File: src/rtl/fcsg_pkg.sv
// Shared constants, codes and helpers for the filled circle span generator.
// No dependencies; compile first.
package fcsg_pkg;

    localparam int COORD_WIDTH_DEF  = 16;
    localparam int RADIUS_WIDTH_DEF = 11;
    localparam int QUEUE_DEPTH      = 2;

    // input action codes
    localparam logic ACTION_START = 1'b0;
    localparam logic ACTION_STEP  = 1'b1;

    // which of the four spans of one iteration is being sent
    typedef enum logic [1:0] {
        SPAN_ROW_PX,   // row cy+x, columns cx-y..cx+y
        SPAN_ROW_MX,   // row cy-x, columns cx-y..cx+y
        SPAN_ROW_PY,   // row cy+y, columns cx-x..cx+x
        SPAN_ROW_MY    // row cy-y, columns cx-x..cx+x, carries the last flag
    } span_sel_t;

    // iteration x/y are signed, one bit of headroom over radius plus sign
    function automatic int step_width(int rw);
        return rw + 2;
    endfunction

    // job word: {cx, cy, x, y, color, done}
    function automatic int job_width(int cw, int rw);
        return 2 * cw + 2 * step_width(rw) + 32 + 1;
    endfunction

endpackage

File: src/rtl/fcsg_req_if.sv
// Request channel: valid/ready plus start/step payload.
// Depends on fcsg_pkg for default widths.
interface fcsg_req_if #(
    parameter int COORD_WIDTH  = fcsg_pkg::COORD_WIDTH_DEF,
    parameter int RADIUS_WIDTH = fcsg_pkg::RADIUS_WIDTH_DEF
);
    logic                           valid;
    logic                           ready;
    logic                           action;
    logic signed [COORD_WIDTH-1:0]  center_x;
    logic signed [COORD_WIDTH-1:0]  center_y;
    logic        [RADIUS_WIDTH-1:0] radius;
    logic        [31:0]             fill_color;

    modport source (
        output valid, action, center_x, center_y, radius, fill_color,
        input  ready
    );
    modport sink (
        input  valid, action, center_x, center_y, radius, fill_color,
        output ready
    );
endinterface

File: src/rtl/fcsg_span_if.sv
// Span result channel: valid/ready plus one horizontal span.
// Depends on fcsg_pkg for default widths.
interface fcsg_span_if #(
    parameter int COORD_WIDTH = fcsg_pkg::COORD_WIDTH_DEF
);
    logic                         valid;
    logic                         ready;
    logic signed [COORD_WIDTH:0]  span_row;
    logic signed [COORD_WIDTH:0]  span_first;
    logic signed [COORD_WIDTH:0]  span_final;
    logic        [31:0]           span_color;
    logic                         last_span;

    modport source (
        output valid, span_row, span_first, span_final, span_color, last_span,
        input  ready
    );
    modport sink (
        input  valid, span_row, span_first, span_final, span_color, last_span,
        output ready
    );
endinterface

File: src/rtl/filled_circle_span_generator.sv
// Filled circle span generator, top level: front end, job queue, back end.
// Depends on fcsg_pkg, fcsg_req_if, fcsg_span_if, fcsg_front, fcsg_queue,
// fcsg_back.
//
// Usage:
//   req  : valid/ready request channel. action = start loads center, radius
//          and color and produces no spans; action = step runs one midpoint
//          iteration and produces four spans. A step while idle is taken
//          and dropped. A start while a circle runs replaces it; spans of
//          steps already taken are still sent.
//   span : valid/ready result channel, one horizontal span per transfer,
//          last_span set on the fourth span of the final iteration.
// A step's first span passes the job queue, the back end's job register and
//   the output register. Throughput: one span per cycle while the receiver
//   is ready, set by the back end sending the four spans of each step through
//   the single output register. The two-entry job queue lets the front keep
//   taking steps while the back end works or the receiver stalls.
// Reset: asynchronous, clears the queue and output and leaves the block
//   idle. A stalled receiver holds the span steady and backs up into the
//   queue, after which req.ready drops.
module filled_circle_span_generator #(
    parameter int COORD_WIDTH  = fcsg_pkg::COORD_WIDTH_DEF,
    parameter int RADIUS_WIDTH = fcsg_pkg::RADIUS_WIDTH_DEF
) (
    input  logic clk,
    input  logic rst_n,
    fcsg_req_if.sink    req,
    fcsg_span_if.source span
);
    import fcsg_pkg::*;

    localparam int JW = job_width(COORD_WIDTH, RADIUS_WIDTH);

    logic          push;
    logic          pop;
    logic          q_full;
    logic          q_valid;
    logic [JW-1:0] job;
    logic [JW-1:0] q_data;

    fcsg_front #(
        .COORD_WIDTH  (COORD_WIDTH),
        .RADIUS_WIDTH (RADIUS_WIDTH)
    ) u_front (
        .clk   (clk),
        .rst_n (rst_n),
        .req   (req),
        .full  (q_full),
        .push  (push),
        .job   (job)
    );

    fcsg_queue #(
        .DATA_WIDTH (JW),
        .DEPTH      (QUEUE_DEPTH)
    ) u_queue (
        .clk       (clk),
        .rst_n     (rst_n),
        .push      (push),
        .push_data (job),
        .full      (q_full),
        .pop       (pop),
        .q_valid   (q_valid),
        .q_data    (q_data)
    );

    fcsg_back #(
        .COORD_WIDTH  (COORD_WIDTH),
        .RADIUS_WIDTH (RADIUS_WIDTH)
    ) u_back (
        .clk     (clk),
        .rst_n   (rst_n),
        .q_valid (q_valid),
        .q_data  (q_data),
        .pop     (pop),
        .span    (span)
    );

`ifndef SYNTHESIS
    // front must never write a full queue
    a_no_push_full: assert property (@(posedge clk) disable iff (!rst_n)
        push |-> !q_full)
        else $error("job pushed into full queue");

    // back must never pop an empty queue
    a_no_pop_empty: assert property (@(posedge clk) disable iff (!rst_n)
        pop |-> q_valid)
        else $error("job popped from empty queue");

    // a pushed job into an empty queue is visible next cycle
    a_push_seen: assert property (@(posedge clk) disable iff (!rst_n)
        (push && !q_valid) |=> q_valid)
        else $error("pushed job not visible in queue");
`endif

endmodule

File: src/rtl/fcsg_front.sv
// Front end: takes start/step transfers, runs the midpoint decision update
// and pushes one job per productive step. Depends on fcsg_pkg, fcsg_req_if.
module fcsg_front #(
    parameter int COORD_WIDTH  = fcsg_pkg::COORD_WIDTH_DEF,
    parameter int RADIUS_WIDTH = fcsg_pkg::RADIUS_WIDTH_DEF
) (
    input  logic clk,
    input  logic rst_n,
    fcsg_req_if.sink req,
    input  logic full,
    output logic push,
    output logic [fcsg_pkg::job_width(COORD_WIDTH, RADIUS_WIDTH)-1:0] job
);
    import fcsg_pkg::*;

    localparam int XW = step_width(RADIUS_WIDTH);
    localparam int DW = RADIUS_WIDTH + 5;

    logic signed [XW-1:0]          x_reg, x_next;
    logic signed [XW-1:0]          y_reg, y_next;
    logic signed [DW-1:0]          d_reg, d_next;
    logic signed [COORD_WIDTH-1:0] cx_reg, cx_next;
    logic signed [COORD_WIDTH-1:0] cy_reg, cy_next;
    logic        [31:0]            color_reg, color_next;
    logic                          busy_reg, busy_next;

    logic                          xfer;
    logic signed [XW-1:0]          x_inc;
    logic signed [XW-1:0]          x_minus_y;
    logic signed [XW-1:0]          y_dec;
    logic                          done;

    assign req.ready = !full;
    assign xfer      = req.valid && req.ready;

    assign x_inc     = x_reg + XW'(1);
    assign x_minus_y = x_inc - y_reg;
    assign y_dec     = y_reg - XW'(1);
    // y only moves on a non-negative decision
    assign done      = d_reg[DW-1] ? (x_inc > y_reg) : (x_inc > y_dec);

    assign push = xfer && (req.action == ACTION_STEP) && busy_reg;
    assign job  = {cx_reg, cy_reg, x_reg, y_reg, color_reg, done};

    always_comb
    begin
        x_next     = x_reg;
        y_next     = y_reg;
        d_next     = d_reg;
        cx_next    = cx_reg;
        cy_next    = cy_reg;
        color_next = color_reg;
        busy_next  = busy_reg;
        if (xfer && (req.action == ACTION_START))
        begin
            x_next     = '0;
            y_next     = {2'b00, req.radius};
            d_next     = DW'(3) - {{(DW - RADIUS_WIDTH - 1){1'b0}}, req.radius, 1'b0};
            cx_next    = req.center_x;
            cy_next    = req.center_y;
            color_next = req.fill_color;
            busy_next  = 1'b1;
        end
        else if (push)
        begin
            x_next = x_inc;
            if (d_reg[DW-1])
            begin
                d_next = d_reg + ({{(DW - XW){x_inc[XW-1]}}, x_inc} <<< 2) + DW'(6);
            end
            else
            begin
                d_next = d_reg + ({{(DW - XW){x_minus_y[XW-1]}}, x_minus_y} <<< 2)
                         + DW'(10);
                y_next = y_dec;
            end
            busy_next = !done;
        end
    end

    always_ff @(posedge clk or negedge rst_n)
    begin
        if (!rst_n)
        begin
            x_reg     <= '0;
            y_reg     <= '0;
            d_reg     <= '0;
            cx_reg    <= '0;
            cy_reg    <= '0;
            color_reg <= '0;
            busy_reg  <= 1'b0;
        end
        else
        begin
            x_reg     <= x_next;
            y_reg     <= y_next;
            d_reg     <= d_next;
            cx_reg    <= cx_next;
            cy_reg    <= cy_next;
            color_reg <= color_next;
            busy_reg  <= busy_next;
        end
    end

endmodule

File: src/rtl/fcsg_queue.sv
// Small job FIFO between front and back end.
// No package dependencies beyond its parameters.
module fcsg_queue #(
    parameter int DATA_WIDTH = 8,
    parameter int DEPTH      = 2
) (
    input  logic                  clk,
    input  logic                  rst_n,
    input  logic                  push,
    input  logic [DATA_WIDTH-1:0] push_data,
    output logic                  full,
    input  logic                  pop,
    output logic                  q_valid,
    output logic [DATA_WIDTH-1:0] q_data
);
    localparam int PTR_W = (DEPTH > 1) ? $clog2(DEPTH) : 1;
    localparam int CNT_W = $clog2(DEPTH + 1);

    logic [DATA_WIDTH-1:0] mem_reg [DEPTH];
    logic [PTR_W-1:0]      wr_ptr_reg, wr_ptr_next;
    logic [PTR_W-1:0]      rd_ptr_reg, rd_ptr_next;
    logic [CNT_W-1:0]      count_reg, count_next;

    assign full    = (count_reg == CNT_W'(DEPTH));
    assign q_valid = (count_reg != '0);
    assign q_data  = mem_reg[rd_ptr_reg];

    always_comb
    begin
        wr_ptr_next = wr_ptr_reg;
        rd_ptr_next = rd_ptr_reg;
        count_next  = count_reg;
        if (push)
        begin
            wr_ptr_next = (wr_ptr_reg == PTR_W'(DEPTH - 1)) ? '0 : wr_ptr_reg + PTR_W'(1);
        end
        if (pop)
        begin
            rd_ptr_next = (rd_ptr_reg == PTR_W'(DEPTH - 1)) ? '0 : rd_ptr_reg + PTR_W'(1);
        end
        if (push && !pop)
        begin
            count_next = count_reg + CNT_W'(1);
        end
        else if (pop && !push)
        begin
            count_next = count_reg - CNT_W'(1);
        end
    end

    always_ff @(posedge clk)
    begin
        if (push)
        begin
            mem_reg[wr_ptr_reg] <= push_data;
        end
    end

    always_ff @(posedge clk or negedge rst_n)
    begin
        if (!rst_n)
        begin
            wr_ptr_reg <= '0;
            rd_ptr_reg <= '0;
            count_reg  <= '0;
        end
        else
        begin
            wr_ptr_reg <= wr_ptr_next;
            rd_ptr_reg <= rd_ptr_next;
            count_reg  <= count_next;
        end
    end

endmodule

File: src/rtl/fcsg_back.sv
// Back end: pops jobs and sequences the four spans of each one into the
// registered output. Depends on fcsg_pkg, fcsg_span_if.
module fcsg_back #(
    parameter int COORD_WIDTH  = fcsg_pkg::COORD_WIDTH_DEF,
    parameter int RADIUS_WIDTH = fcsg_pkg::RADIUS_WIDTH_DEF
) (
    input  logic clk,
    input  logic rst_n,
    input  logic q_valid,
    input  logic [fcsg_pkg::job_width(COORD_WIDTH, RADIUS_WIDTH)-1:0] q_data,
    output logic pop,
    fcsg_span_if.source span
);
    import fcsg_pkg::*;

    localparam int XW = step_width(RADIUS_WIDTH);
    localparam int JW = job_width(COORD_WIDTH, RADIUS_WIDTH);
    localparam int SW = ((COORD_WIDTH > XW) ? COORD_WIDTH : XW) + 1;

    logic [JW-1:0]  job_reg, job_next;
    logic           cur_valid_reg, cur_valid_next;
    span_sel_t      sel_reg, sel_next;
    logic           out_valid_reg, out_valid_next;

    logic signed [COORD_WIDTH:0] row_reg, first_reg, final_reg;
    logic        [31:0]          color_reg;
    logic                        last_reg;

    logic signed [COORD_WIDTH-1:0] cx, cy;
    logic signed [XW-1:0]          x, y;
    logic        [31:0]            color;
    logic                          done;

    logic signed [SW-1:0] cx_w, cy_w, x_w, y_w;
    logic signed [SW-1:0] row_w, first_w, final_w;
    logic                 last_w;

    logic out_free, emit, cur_done;

    assign {cx, cy, x, y, color, done} = job_reg;

    assign cx_w = SW'(cx);
    assign cy_w = SW'(cy);
    assign x_w  = SW'(x);
    assign y_w  = SW'(y);

    always_comb
    begin
        last_w = 1'b0;
        case (sel_reg)
            SPAN_ROW_PX:
            begin
                row_w   = cy_w + x_w;
                first_w = cx_w - y_w;
                final_w = cx_w + y_w;
            end
            SPAN_ROW_MX:
            begin
                row_w   = cy_w - x_w;
                first_w = cx_w - y_w;
                final_w = cx_w + y_w;
            end
            SPAN_ROW_PY:
            begin
                row_w   = cy_w + y_w;
                first_w = cx_w - x_w;
                final_w = cx_w + x_w;
            end
            SPAN_ROW_MY:
            begin
                row_w   = cy_w - y_w;
                first_w = cx_w - x_w;
                final_w = cx_w + x_w;
                last_w  = done;
            end
            default:
            begin
                row_w   = '0;
                first_w = '0;
                final_w = '0;
            end
        endcase
    end

    assign out_free = !out_valid_reg || span.ready;
    assign emit     = cur_valid_reg && out_free;
    assign cur_done = emit && (sel_reg == SPAN_ROW_MY);
    assign pop      = q_valid && (!cur_valid_reg || cur_done);

    always_comb
    begin
        job_next       = job_reg;
        cur_valid_next = cur_valid_reg;
        sel_next       = sel_reg;
        if (pop)
        begin
            job_next       = q_data;
            cur_valid_next = 1'b1;
            sel_next       = SPAN_ROW_PX;
        end
        else if (cur_done)
        begin
            cur_valid_next = 1'b0;
        end
        else if (emit)
        begin
            case (sel_reg)
                SPAN_ROW_PX: sel_next = SPAN_ROW_MX;
                SPAN_ROW_MX: sel_next = SPAN_ROW_PY;
                SPAN_ROW_PY: sel_next = SPAN_ROW_MY;
                default:     sel_next = SPAN_ROW_PX;
            endcase
        end

        out_valid_next = out_valid_reg;
        if (emit)
        begin
            out_valid_next = 1'b1;
        end
        else if (span.ready)
        begin
            out_valid_next = 1'b0;
        end
    end

    always_ff @(posedge clk or negedge rst_n)
    begin
        if (!rst_n)
        begin
            cur_valid_reg <= 1'b0;
            sel_reg       <= SPAN_ROW_PX;
            out_valid_reg <= 1'b0;
        end
        else
        begin
            cur_valid_reg <= cur_valid_next;
            sel_reg       <= sel_next;
            out_valid_reg <= out_valid_next;
        end
    end

    always_ff @(posedge clk)
    begin
        job_reg <= job_next;
        if (emit)
        begin
            row_reg   <= row_w[COORD_WIDTH:0];
            first_reg <= first_w[COORD_WIDTH:0];
            final_reg <= final_w[COORD_WIDTH:0];
            color_reg <= color;
            last_reg  <= last_w;
        end
    end

    assign span.valid      = out_valid_reg;
    assign span.span_row   = row_reg;
    assign span.span_first = first_reg;
    assign span.span_final = final_reg;
    assign span.span_color = color_reg;
    assign span.last_span  = last_reg;

endmodule

File: src/flat_wrapper.sv
// flat-port wrapper written by rule: the top's interface ports become plain ports
module filled_circle_span_generator_flat import fcsg_pkg::*;
#(
    parameter int COORD_WIDTH  = fcsg_pkg::COORD_WIDTH_DEF,
    parameter int RADIUS_WIDTH = fcsg_pkg::RADIUS_WIDTH_DEF
)
  (clk, rst_n, req_valid, req_action, req_center_x, req_center_y, req_radius, req_fill_color, req_ready, span_valid, span_span_row, span_span_first, span_span_final, span_span_color, span_last_span, span_ready);
  fcsg_req_if #(.COORD_WIDTH(COORD_WIDTH), .RADIUS_WIDTH(RADIUS_WIDTH)) req_i ();
  fcsg_span_if #(.COORD_WIDTH(COORD_WIDTH)) span_i ();
  input  logic clk;
  input  logic rst_n;
  input wire logic [$bits(req_i.valid)-1:0] req_valid;
  input wire logic [$bits(req_i.action)-1:0] req_action;
  input wire logic [$bits(req_i.center_x)-1:0] req_center_x;
  input wire logic [$bits(req_i.center_y)-1:0] req_center_y;
  input wire logic [$bits(req_i.radius)-1:0] req_radius;
  input wire logic [$bits(req_i.fill_color)-1:0] req_fill_color;
  output wire logic [$bits(req_i.ready)-1:0] req_ready;
  output wire logic [$bits(span_i.valid)-1:0] span_valid;
  output wire logic [$bits(span_i.span_row)-1:0] span_span_row;
  output wire logic [$bits(span_i.span_first)-1:0] span_span_first;
  output wire logic [$bits(span_i.span_final)-1:0] span_span_final;
  output wire logic [$bits(span_i.span_color)-1:0] span_span_color;
  output wire logic [$bits(span_i.last_span)-1:0] span_last_span;
  input wire logic [$bits(span_i.ready)-1:0] span_ready;
  assign req_i.valid = req_valid;
  assign req_i.action = req_action;
  assign req_i.center_x = req_center_x;
  assign req_i.center_y = req_center_y;
  assign req_i.radius = req_radius;
  assign req_i.fill_color = req_fill_color;
  assign req_ready = req_i.ready;
  assign span_valid = span_i.valid;
  assign span_span_row = span_i.span_row;
  assign span_span_first = span_i.span_first;
  assign span_span_final = span_i.span_final;
  assign span_span_color = span_i.span_color;
  assign span_last_span = span_i.last_span;
  assign span_i.ready = span_ready;
  filled_circle_span_generator #(.COORD_WIDTH(COORD_WIDTH), .RADIUS_WIDTH(RADIUS_WIDTH)) u_core (.clk(clk), .rst_n(rst_n), .req(req_i), .span(span_i));
endmodule
File: config.mk
export PLATFORM = sky130hd
export DESIGN_NAME = filled_circle_span_generator_flat
export DESIGN_NICKNAME = d
export VERILOG_FILES = /design/src/rtl/fcsg_pkg.sv /design/src/rtl/fcsg_req_if.sv /design/src/rtl/fcsg_span_if.sv /design/src/rtl/filled_circle_span_generator.sv /design/src/rtl/fcsg_front.sv /design/src/rtl/fcsg_queue.sv /design/src/rtl/fcsg_back.sv /design/src/flat_wrapper.sv
export SDC_FILE = /design/constraint.sdc
export NUM_CORES = 1
export LEC_CHECK = 0
export BUFFER_PORTS_ARGS = -buffer_cell sky130_fd_sc_hd__buf_2
export CAP_MARGIN = 20
export CORE_UTILIZATION = 50
export CTS_CLUSTER_SIZE = 30
export DETAILED_ROUTE_END_ITERATION = 12
export PLACE_DENSITY = 0.75
export SKIP_CTS_REPAIR_TIMING = 1
export SLEW_MARGIN = 0
export SYNTH_ARGS = -nofsm -noshare
export SYNTH_HDL_FRONTEND = slang
export SYNTH_HIERARCHICAL = 1
export SYNTH_SLANG_ARGS = --single-unit
File: constraint.sdc
create_clock -name clk -period 8.5 [get_ports clk]
set_input_delay 2.125 -clock clk [delete_from_list [all_inputs] [get_ports clk]]
set_output_delay 2.125 -clock clk [all_outputs]
set_load 0.01 [all_outputs]
Word level (Yosys, flattened, before mapping)
Memory sizes are Yosys's and may differ from the RTL's. A register that Yosys moved wholly into a read port is not among the register bits.
Cells that the tools add are included.
{"block": "word_totals", "regBits": 199, "latch_bits": 0, "mem_bits_rw": 182, "rom_bits": 0, "input_bits": 80, "out_inout_bits": 86, "elab_cells": 104, "n_memories": 1}
{"block": "classes", "addsub": 20, "mul": 0, "div": 0, "magnitude_cmp": 2, "eq_ne": 6, "shifts": 0, "mux": 28, "n_bitwise": 1, "n_reduce_logical": 28}
{"memory": "u_core.u_queue.mem_reg", "words": 2, "word_bits": 91, "read_ports": 1, "rd_clocked_by_memory_dff": 1, "wr": 1, "line": "fcsg_queue.sv:19", "text": "logic [DATA_WIDTH-1:0] mem_reg [DEPTH];"}
{"cell": "16-bit by 13-bit adder with 17-bit output", "count": 4}
{"cell": "17-bit one-hot mux with 2 select lines", "count": 2}
{"cell": "17-bit one-hot mux with 4 select lines", "count": 1}
{"cell": "16-bit by 13-bit subtractor with 17-bit output", "count": 4}
{"cell": "13-bit two-way mux", "count": 5}
{"cell": "16-bit two-way mux", "count": 3}
{"cell": "16-bit adder", "count": 2}
{"cell": "13-bit > comparator", "count": 2}
{"cell": "16-bit by 3-bit adder with 16-bit output (second input constant)", "count": 1}
{"cell": "16-bit by 4-bit adder with 16-bit output (second input constant)", "count": 1}
{"cell": "13-bit by 2-bit adder with 13-bit output (second input constant)", "count": 1}
{"cell": "13-bit subtractor", "count": 1}
{"cell": "13-bit by 2-bit subtractor with 13-bit output (second input constant)", "count": 1}
{"cell": "2-bit by 12-bit subtractor with 13-bit output (first input constant)", "count": 1}
{"cell": "2-bit nonzero test", "count": 6}
{"cell": "1-bit two-way mux", "count": 11}
{"cell": "2-bit two-way mux", "count": 5}
{"cell": "1-bit logical AND", "count": 9}
{"cell": "2-bit == test (second input constant)", "count": 3}
{"cell": "1-bit zero test", "count": 6}
{"cell": "2-bit one-hot mux with 3 select lines", "count": 1}
{"cell": "2-bit by 1-bit != test with 1-bit output (second input constant)", "count": 2}
{"cell": "2-bit AND reduction", "count": 2}
{"cell": "2-bit OR reduction", "count": 2}
{"cell": "other kinds (7)", "count": 9}

Logic depth before layout (Yosys ltp)
{"block": "depth", "word_depth": 9, "mapped_depth": 21, "ltp_nobuf": 21}

Hierarchy
The synthesis kept the hierarchy.
{"mod": "fcsg_back", "n_inst": 1, "cells_per_inst": 650, "area_each_um2": 8714.6}
{"mod": "fcsg_front", "n_inst": 1, "cells_per_inst": 855, "area_each_um2": 7284.5}
{"mod": "fcsg_queue", "n_inst": 1, "cells_per_inst": 299, "area_each_um2": 7155.6}

Worst setup path after synthesis
No wires, ideal clock.
{"block": "synth_path", "path_kind": "in2reg", "start": "in req_valid", "end": "mem u_core/u_queue/mem_reg[0][0] (netlist bit) (enable)", "setup_ns": 0.552, "t_arrival_ns": 7.254, "required_time_ns": 7.948, "setup_slack_ns": 0.694, "cell_stages": 6, "cell_sequence": "nor2b_1 nand3_1 inv_1 clkbuf_1 clkbuf_1 nor2b_1"}
{"block": "synth_between", "elab_chain_len": 5}
{"element": "from (decl)", "line": "flat_wrapper.sv:12", "text": "input wire logic [$bits(req_i.valid)-1:0] req_valid;"}
{"element": "1-bit logical AND", "line": "fcsg_front.sv:34", "text": "assign xfer = req.valid && req.ready;"}
{"element": "1-bit logical AND (2 in series)", "line": "fcsg_front.sv:42", "text": "assign push = xfer && (req.action == ACTION_STEP) && busy_reg;"}
{"element": "named net u_core.push", "line": "filled_circle_span_generator.sv:34", "text": "logic push;"}
{"element": "1-bit two-way mux", "line": "fcsg_queue.sv:53", "text": "if (push)"}
{"element": "1-bit two-way mux (not written as such)", "line": "fcsg_queue.sv:55", "text": "mem_reg[wr_ptr_reg] <= push_data;"}
{"element": "to (decl)", "line": "fcsg_queue.sv:19"}
The timed path passes the listed nets, and every way through them passes these cells.

Worst setup path in the final report
{"block": "layout_path", "start": "reg u_core.u_front.x_reg[2]", "end": "reg u_core.u_front.d_reg[15]"}
{"block": "layout_between", "elab_chain_len": 7, "word_cells_on_any_way": 9, "cone_classes": "add/sub (6); mux (3)"}
{"element": "from (decl)", "line": "fcsg_front.sv:19", "text": "logic signed [XW-1:0] x_reg, x_next;"}
{"element": "from (signal assigned)", "line": "fcsg_front.sv:95", "text": "x_reg <= x_next;"}
{"element": "13-bit by 2-bit adder with 13-bit output *", "line": "fcsg_front.sv:36", "text": "assign x_inc = x_reg + XW'(1);"}
{"element": "13-bit subtractor", "line": "fcsg_front.sv:37", "text": "assign x_minus_y = x_inc - y_reg;"}
{"element": "16-bit adder", "line": "fcsg_front.sv:73", "text": "d_next = d_reg + ({{(DW - XW){x_minus_y[XW-1]}}, x_minus_y} <<< 2)"}
{"element": "16-bit by 4-bit adder with 16-bit output", "line": "fcsg_front.sv:74", "text": "+ DW'(10);"}
{"element": "16-bit two-way mux *", "line": "fcsg_front.sv:67", "text": "if (d_reg[DW-1])"}
{"element": "16-bit two-way mux *", "line": "fcsg_front.sv:64", "text": "else if (push)"}
{"element": "16-bit two-way mux *", "line": "fcsg_front.sv:54", "text": "if (xfer && (req.action == ACTION_START))"}
{"element": "to (signal assigned)", "line": "fcsg_front.sv:97", "text": "d_reg <= d_next;"}
{"element": "to (decl)", "line": "fcsg_front.sv:21", "text": "logic signed [DW-1:0] d_reg, d_next;"}
Every way passes the cells marked *; elsewhere a longest branch is shown, timed or not. The select of a mux whose other input is x is not followed.
A chain may end at the register's enable or synchronous reset.

==> flow_metrics.tcl <==
set metrics [dict create \
    synthArstFlopShare_pct 24.3 \
    pre_cts_slack_ps 3350 \
    hp-class "reg -> reg" \
    hold_viol 0 \
    critPathBufInv 0 \
    ir_drop_mv 0.243 \
    tns_ps 0 \
    syn_to_final_growth_pct 13.4 \
    synth_area_sq_um 23200 \
    relSlewSlack_pct 27.6 \
    r2r-start "u_core/u_front/x_reg[2]" \
    grt_pass1_vias 14690 \
    gr-usage-all-layers_pct 22.1 \
    min-delay-start "u_core/u_back/job_reg[10]" \
    routed_wl_microns 52300 \
    r2r_slack_ps 3490 \
    fin_crit_ps 5010 \
    rsz0062_at_grt "false" \
    rr_worst_depth 21 \
    worst_setup_hold_path_clk_slew_ps 60 \
    boundaryPins 166 \
    gp_congestion 0.964 \
    antenna_found_initial 2 \
    antenna_left 0 \
    cts_tree "yes" \
    skew_ps 29.2 \
    grt.overflow.total 0 \
    drtIter0Drc 1097 \
    fmax_mhz 199 \
    largest_reg_flops 182 \
    drc 0 \
    cts_root_buf "clkbuf_16" \
    cap_violations 0 \
    setup_viol 0 \
    stdcell_count 2620 \
    synthesis.nets 2028 \
    synth-seq-area-share_pct 58.5 \
    dpl.hpwl_microns 36300 \
    path_cells "nand3_1, nor2_1, nand2_1, xnor2_1, ha_1, o21a_1, o21ai_1, a21oi_1, a211oi_1, o21bai_1, a21oi_1, xnor2_1, ha_1, ha_1, nand2_1, nor2_1, a211oi_1, o21ai_0, a21oi_1, xnor3_1, o221a_1" \
    start_kind "flop" \
    firstDrtPassIters 6 \
    coreArea_sq_um 45500 \
    synth_seq_cells 470 \
    stdcell_area_sq_um 26200 \
    critPathMaxStageDelay_ps 470 \
    htreeDepth 2 \
    powerDensity_nw_per_um2 405 \
    portBuffers 165 \
    power_mw 10.6 \
    holdWs_ps 420 \
    synth_flop_cell "edfxtp_1" \
    cp-end-kind "flop" \
    fin_crit_sh_pct 59.0 \
    tightest_slew_ps 1080 \
    vias 14787 \
    utilization_pct 57.7 \
    slew_violations 0 \
    synth_edf_count 356 \
    numCtsBuffers 47 \
    initial_core_util_pct 50.9 \
    dpl.cell_count 2529 \
    ctsLongestPathBuffers 3 \
    cp.required_ps 8960 \
    worstHoldEndpoint "u_core/u_back/span.span_color[9]" \
    status "finished, final reports clean" \
    grt_max_degree 72 \
    avgSynthCellArea_sq_um 12.8 \
    via_per_inst 5.64 \
    rows 78 \
    layout_setup_ws_ps 3490 \
    ys_warn_count 6 \
    cp_max_fo 7 \
    die_y_microns 217 \
    fin_nets 2203 \
    arrival_ps 5480 \
    insertion_delay_ps 600 \
    worst_r2r_endpoint "u_core/u_front/d_reg[15]" \
    wire_per_inst_microns 19.9 \
    dieWidth_microns 217 \
    grt_pass1_wl_microns 80800 \
    p_leak_nw 10.8 \
    netlist_instances 1804 \
    placed_area_sq_um 24500 \
    min_path_cells 0 \
    crit_type "reg -> reg" \
    layout-drive-gt1-share_pct 20.0 \
    synth.distinct_cells 89 \
    critical_path.top_delay_family "compound AO/OA/AOI/OAI gates" \
    slowest_stage "dfrtp_1" \
    cts_sinks 470 \
    dieArea_sq_um 47200 \
]
-- kinds of logic (layout without fill, tap and decap cells) --
logic type / Yosys count / count (layout) / share of synthesized area, %
AND/OR/NAND/NOR: 486 / 486 / 9.56
flip-flops: 470 / 470 / 58.5
AO/OA/AOI/OAI: 324 / 324 / 9.60
buffers and inverters: 151 / 365 / 3.18
adder cells (fa/ha/maj): 144 / 144 / 7.98
XOR/XNOR: 121 / 121 / 4.67
multiplexers: 108 / 108 / 6.52
other: 0 / 2 / 0
-- cells in the final DEF, fill, tap and decap left out, types with 21 or more instances in the layout --
cell	count
buf_2	164
xnor2_1	80
nand2_1	268
nor2_1	83
clkbuf_16	47
o21ai_0	51
edfxtp_1	356
mux2_2	23
buf_4	21
nor3_1	30
xor2_1	39
a21oi_1	80
dfrtp_1	113
mux2_4	80
inv_1	88
ha_1	138
-- worst reg2reg max path, stage by stage, from the launching register on --
cell and delay (ps):
dfrtp_1 470, nand3_1 170, nor2_1 330, nand2_1 150, xnor2_1 450, ha_1 380
o21a_1 150, o21ai_1 180, a21oi_1 80, a211oi_1 330, o21bai_1 120, a21oi_1 180
xnor2_1 150, ha_1 260, ha_1 380, nand2_1 100, nor2_1 50, a211oi_1 200
o21ai_0 130, a21oi_1 170, xnor3_1 240, o221a_1 230
-- cell usage after synthesis, types with 14 or more instances --
master    instances  area, sq um
edfxtp_1        356        10700
nand2_1         268         1010
ha_1            138         1730
dfrtp_1         114         2850
inv_1            88          330
nor2_1           83          312
a21oi_1          80          400
mux2_4           80         1200
xnor2_1          80          701
o21ai_0          51          255
xor2_1           39          342
clkbuf_1         38          143
nor3_1           30          150
mux2_2           23          259
nand3_1          17         85.1
o21ai_1          17         85.1
o21bai_1         17          128
a31oi_1          16          100
nand2b_1         15         93.8
a22o_1           14          123
-- worst max path at each step --
stage / startpoint / endpoint / slack (ps) / depth (start not counted)
after CTS: u_core/u_front/x_reg[2] / u_core/u_front/d_reg[15] / 3540 / 21
after detailed placement: req_valid / u_core/u_queue/mem_reg[0][5] / 3350 / 9
after global routing: u_core/u_front/x_reg[2] / u_core/u_front/d_reg[15] / 3120 / 21
after floorplan: req_valid / u_core/u_queue/mem_reg[0][0] / 690 / 6
after global placement: req_valid / u_core/u_queue/mem_reg[0][13] / 3410 / 9
final: u_core/u_front/x_reg[2] / u_core/u_front/d_reg[15] / 3490 / 21
-- cell type report --
cell class	count	area [sq um]
inverters	91	342
multi-input cells	1183	8900
clock inverters	26	402
repair buffers	186	990
well taps	600	751
diodes	2	5.00
clock buffers	62	1310
flip-flops and latches	470	13500
fillers	3660	19200
-- layer usage --
layer | vias to the layer above | global-route usage, % | share of wire, %
met4 | 0 | 8.15 | 3.2
met1 | 7205 | 28.5 | 42
met2 | 517 | 37.4 | 49
li1 | 6956 | - | -
met3 | 109 | 3.89 | 5.9
met5 | - | 0 | 0
-- where the power goes --
part	switching [mW]	internal (mW)	total, mW	leakage [nW]
clock network	0.891	1.35	2.24	0.829
registers	0.408	3.39	3.79	4.71
logic	2.63	1.97	4.60	5.23
(Power assumes the default switching activity.)
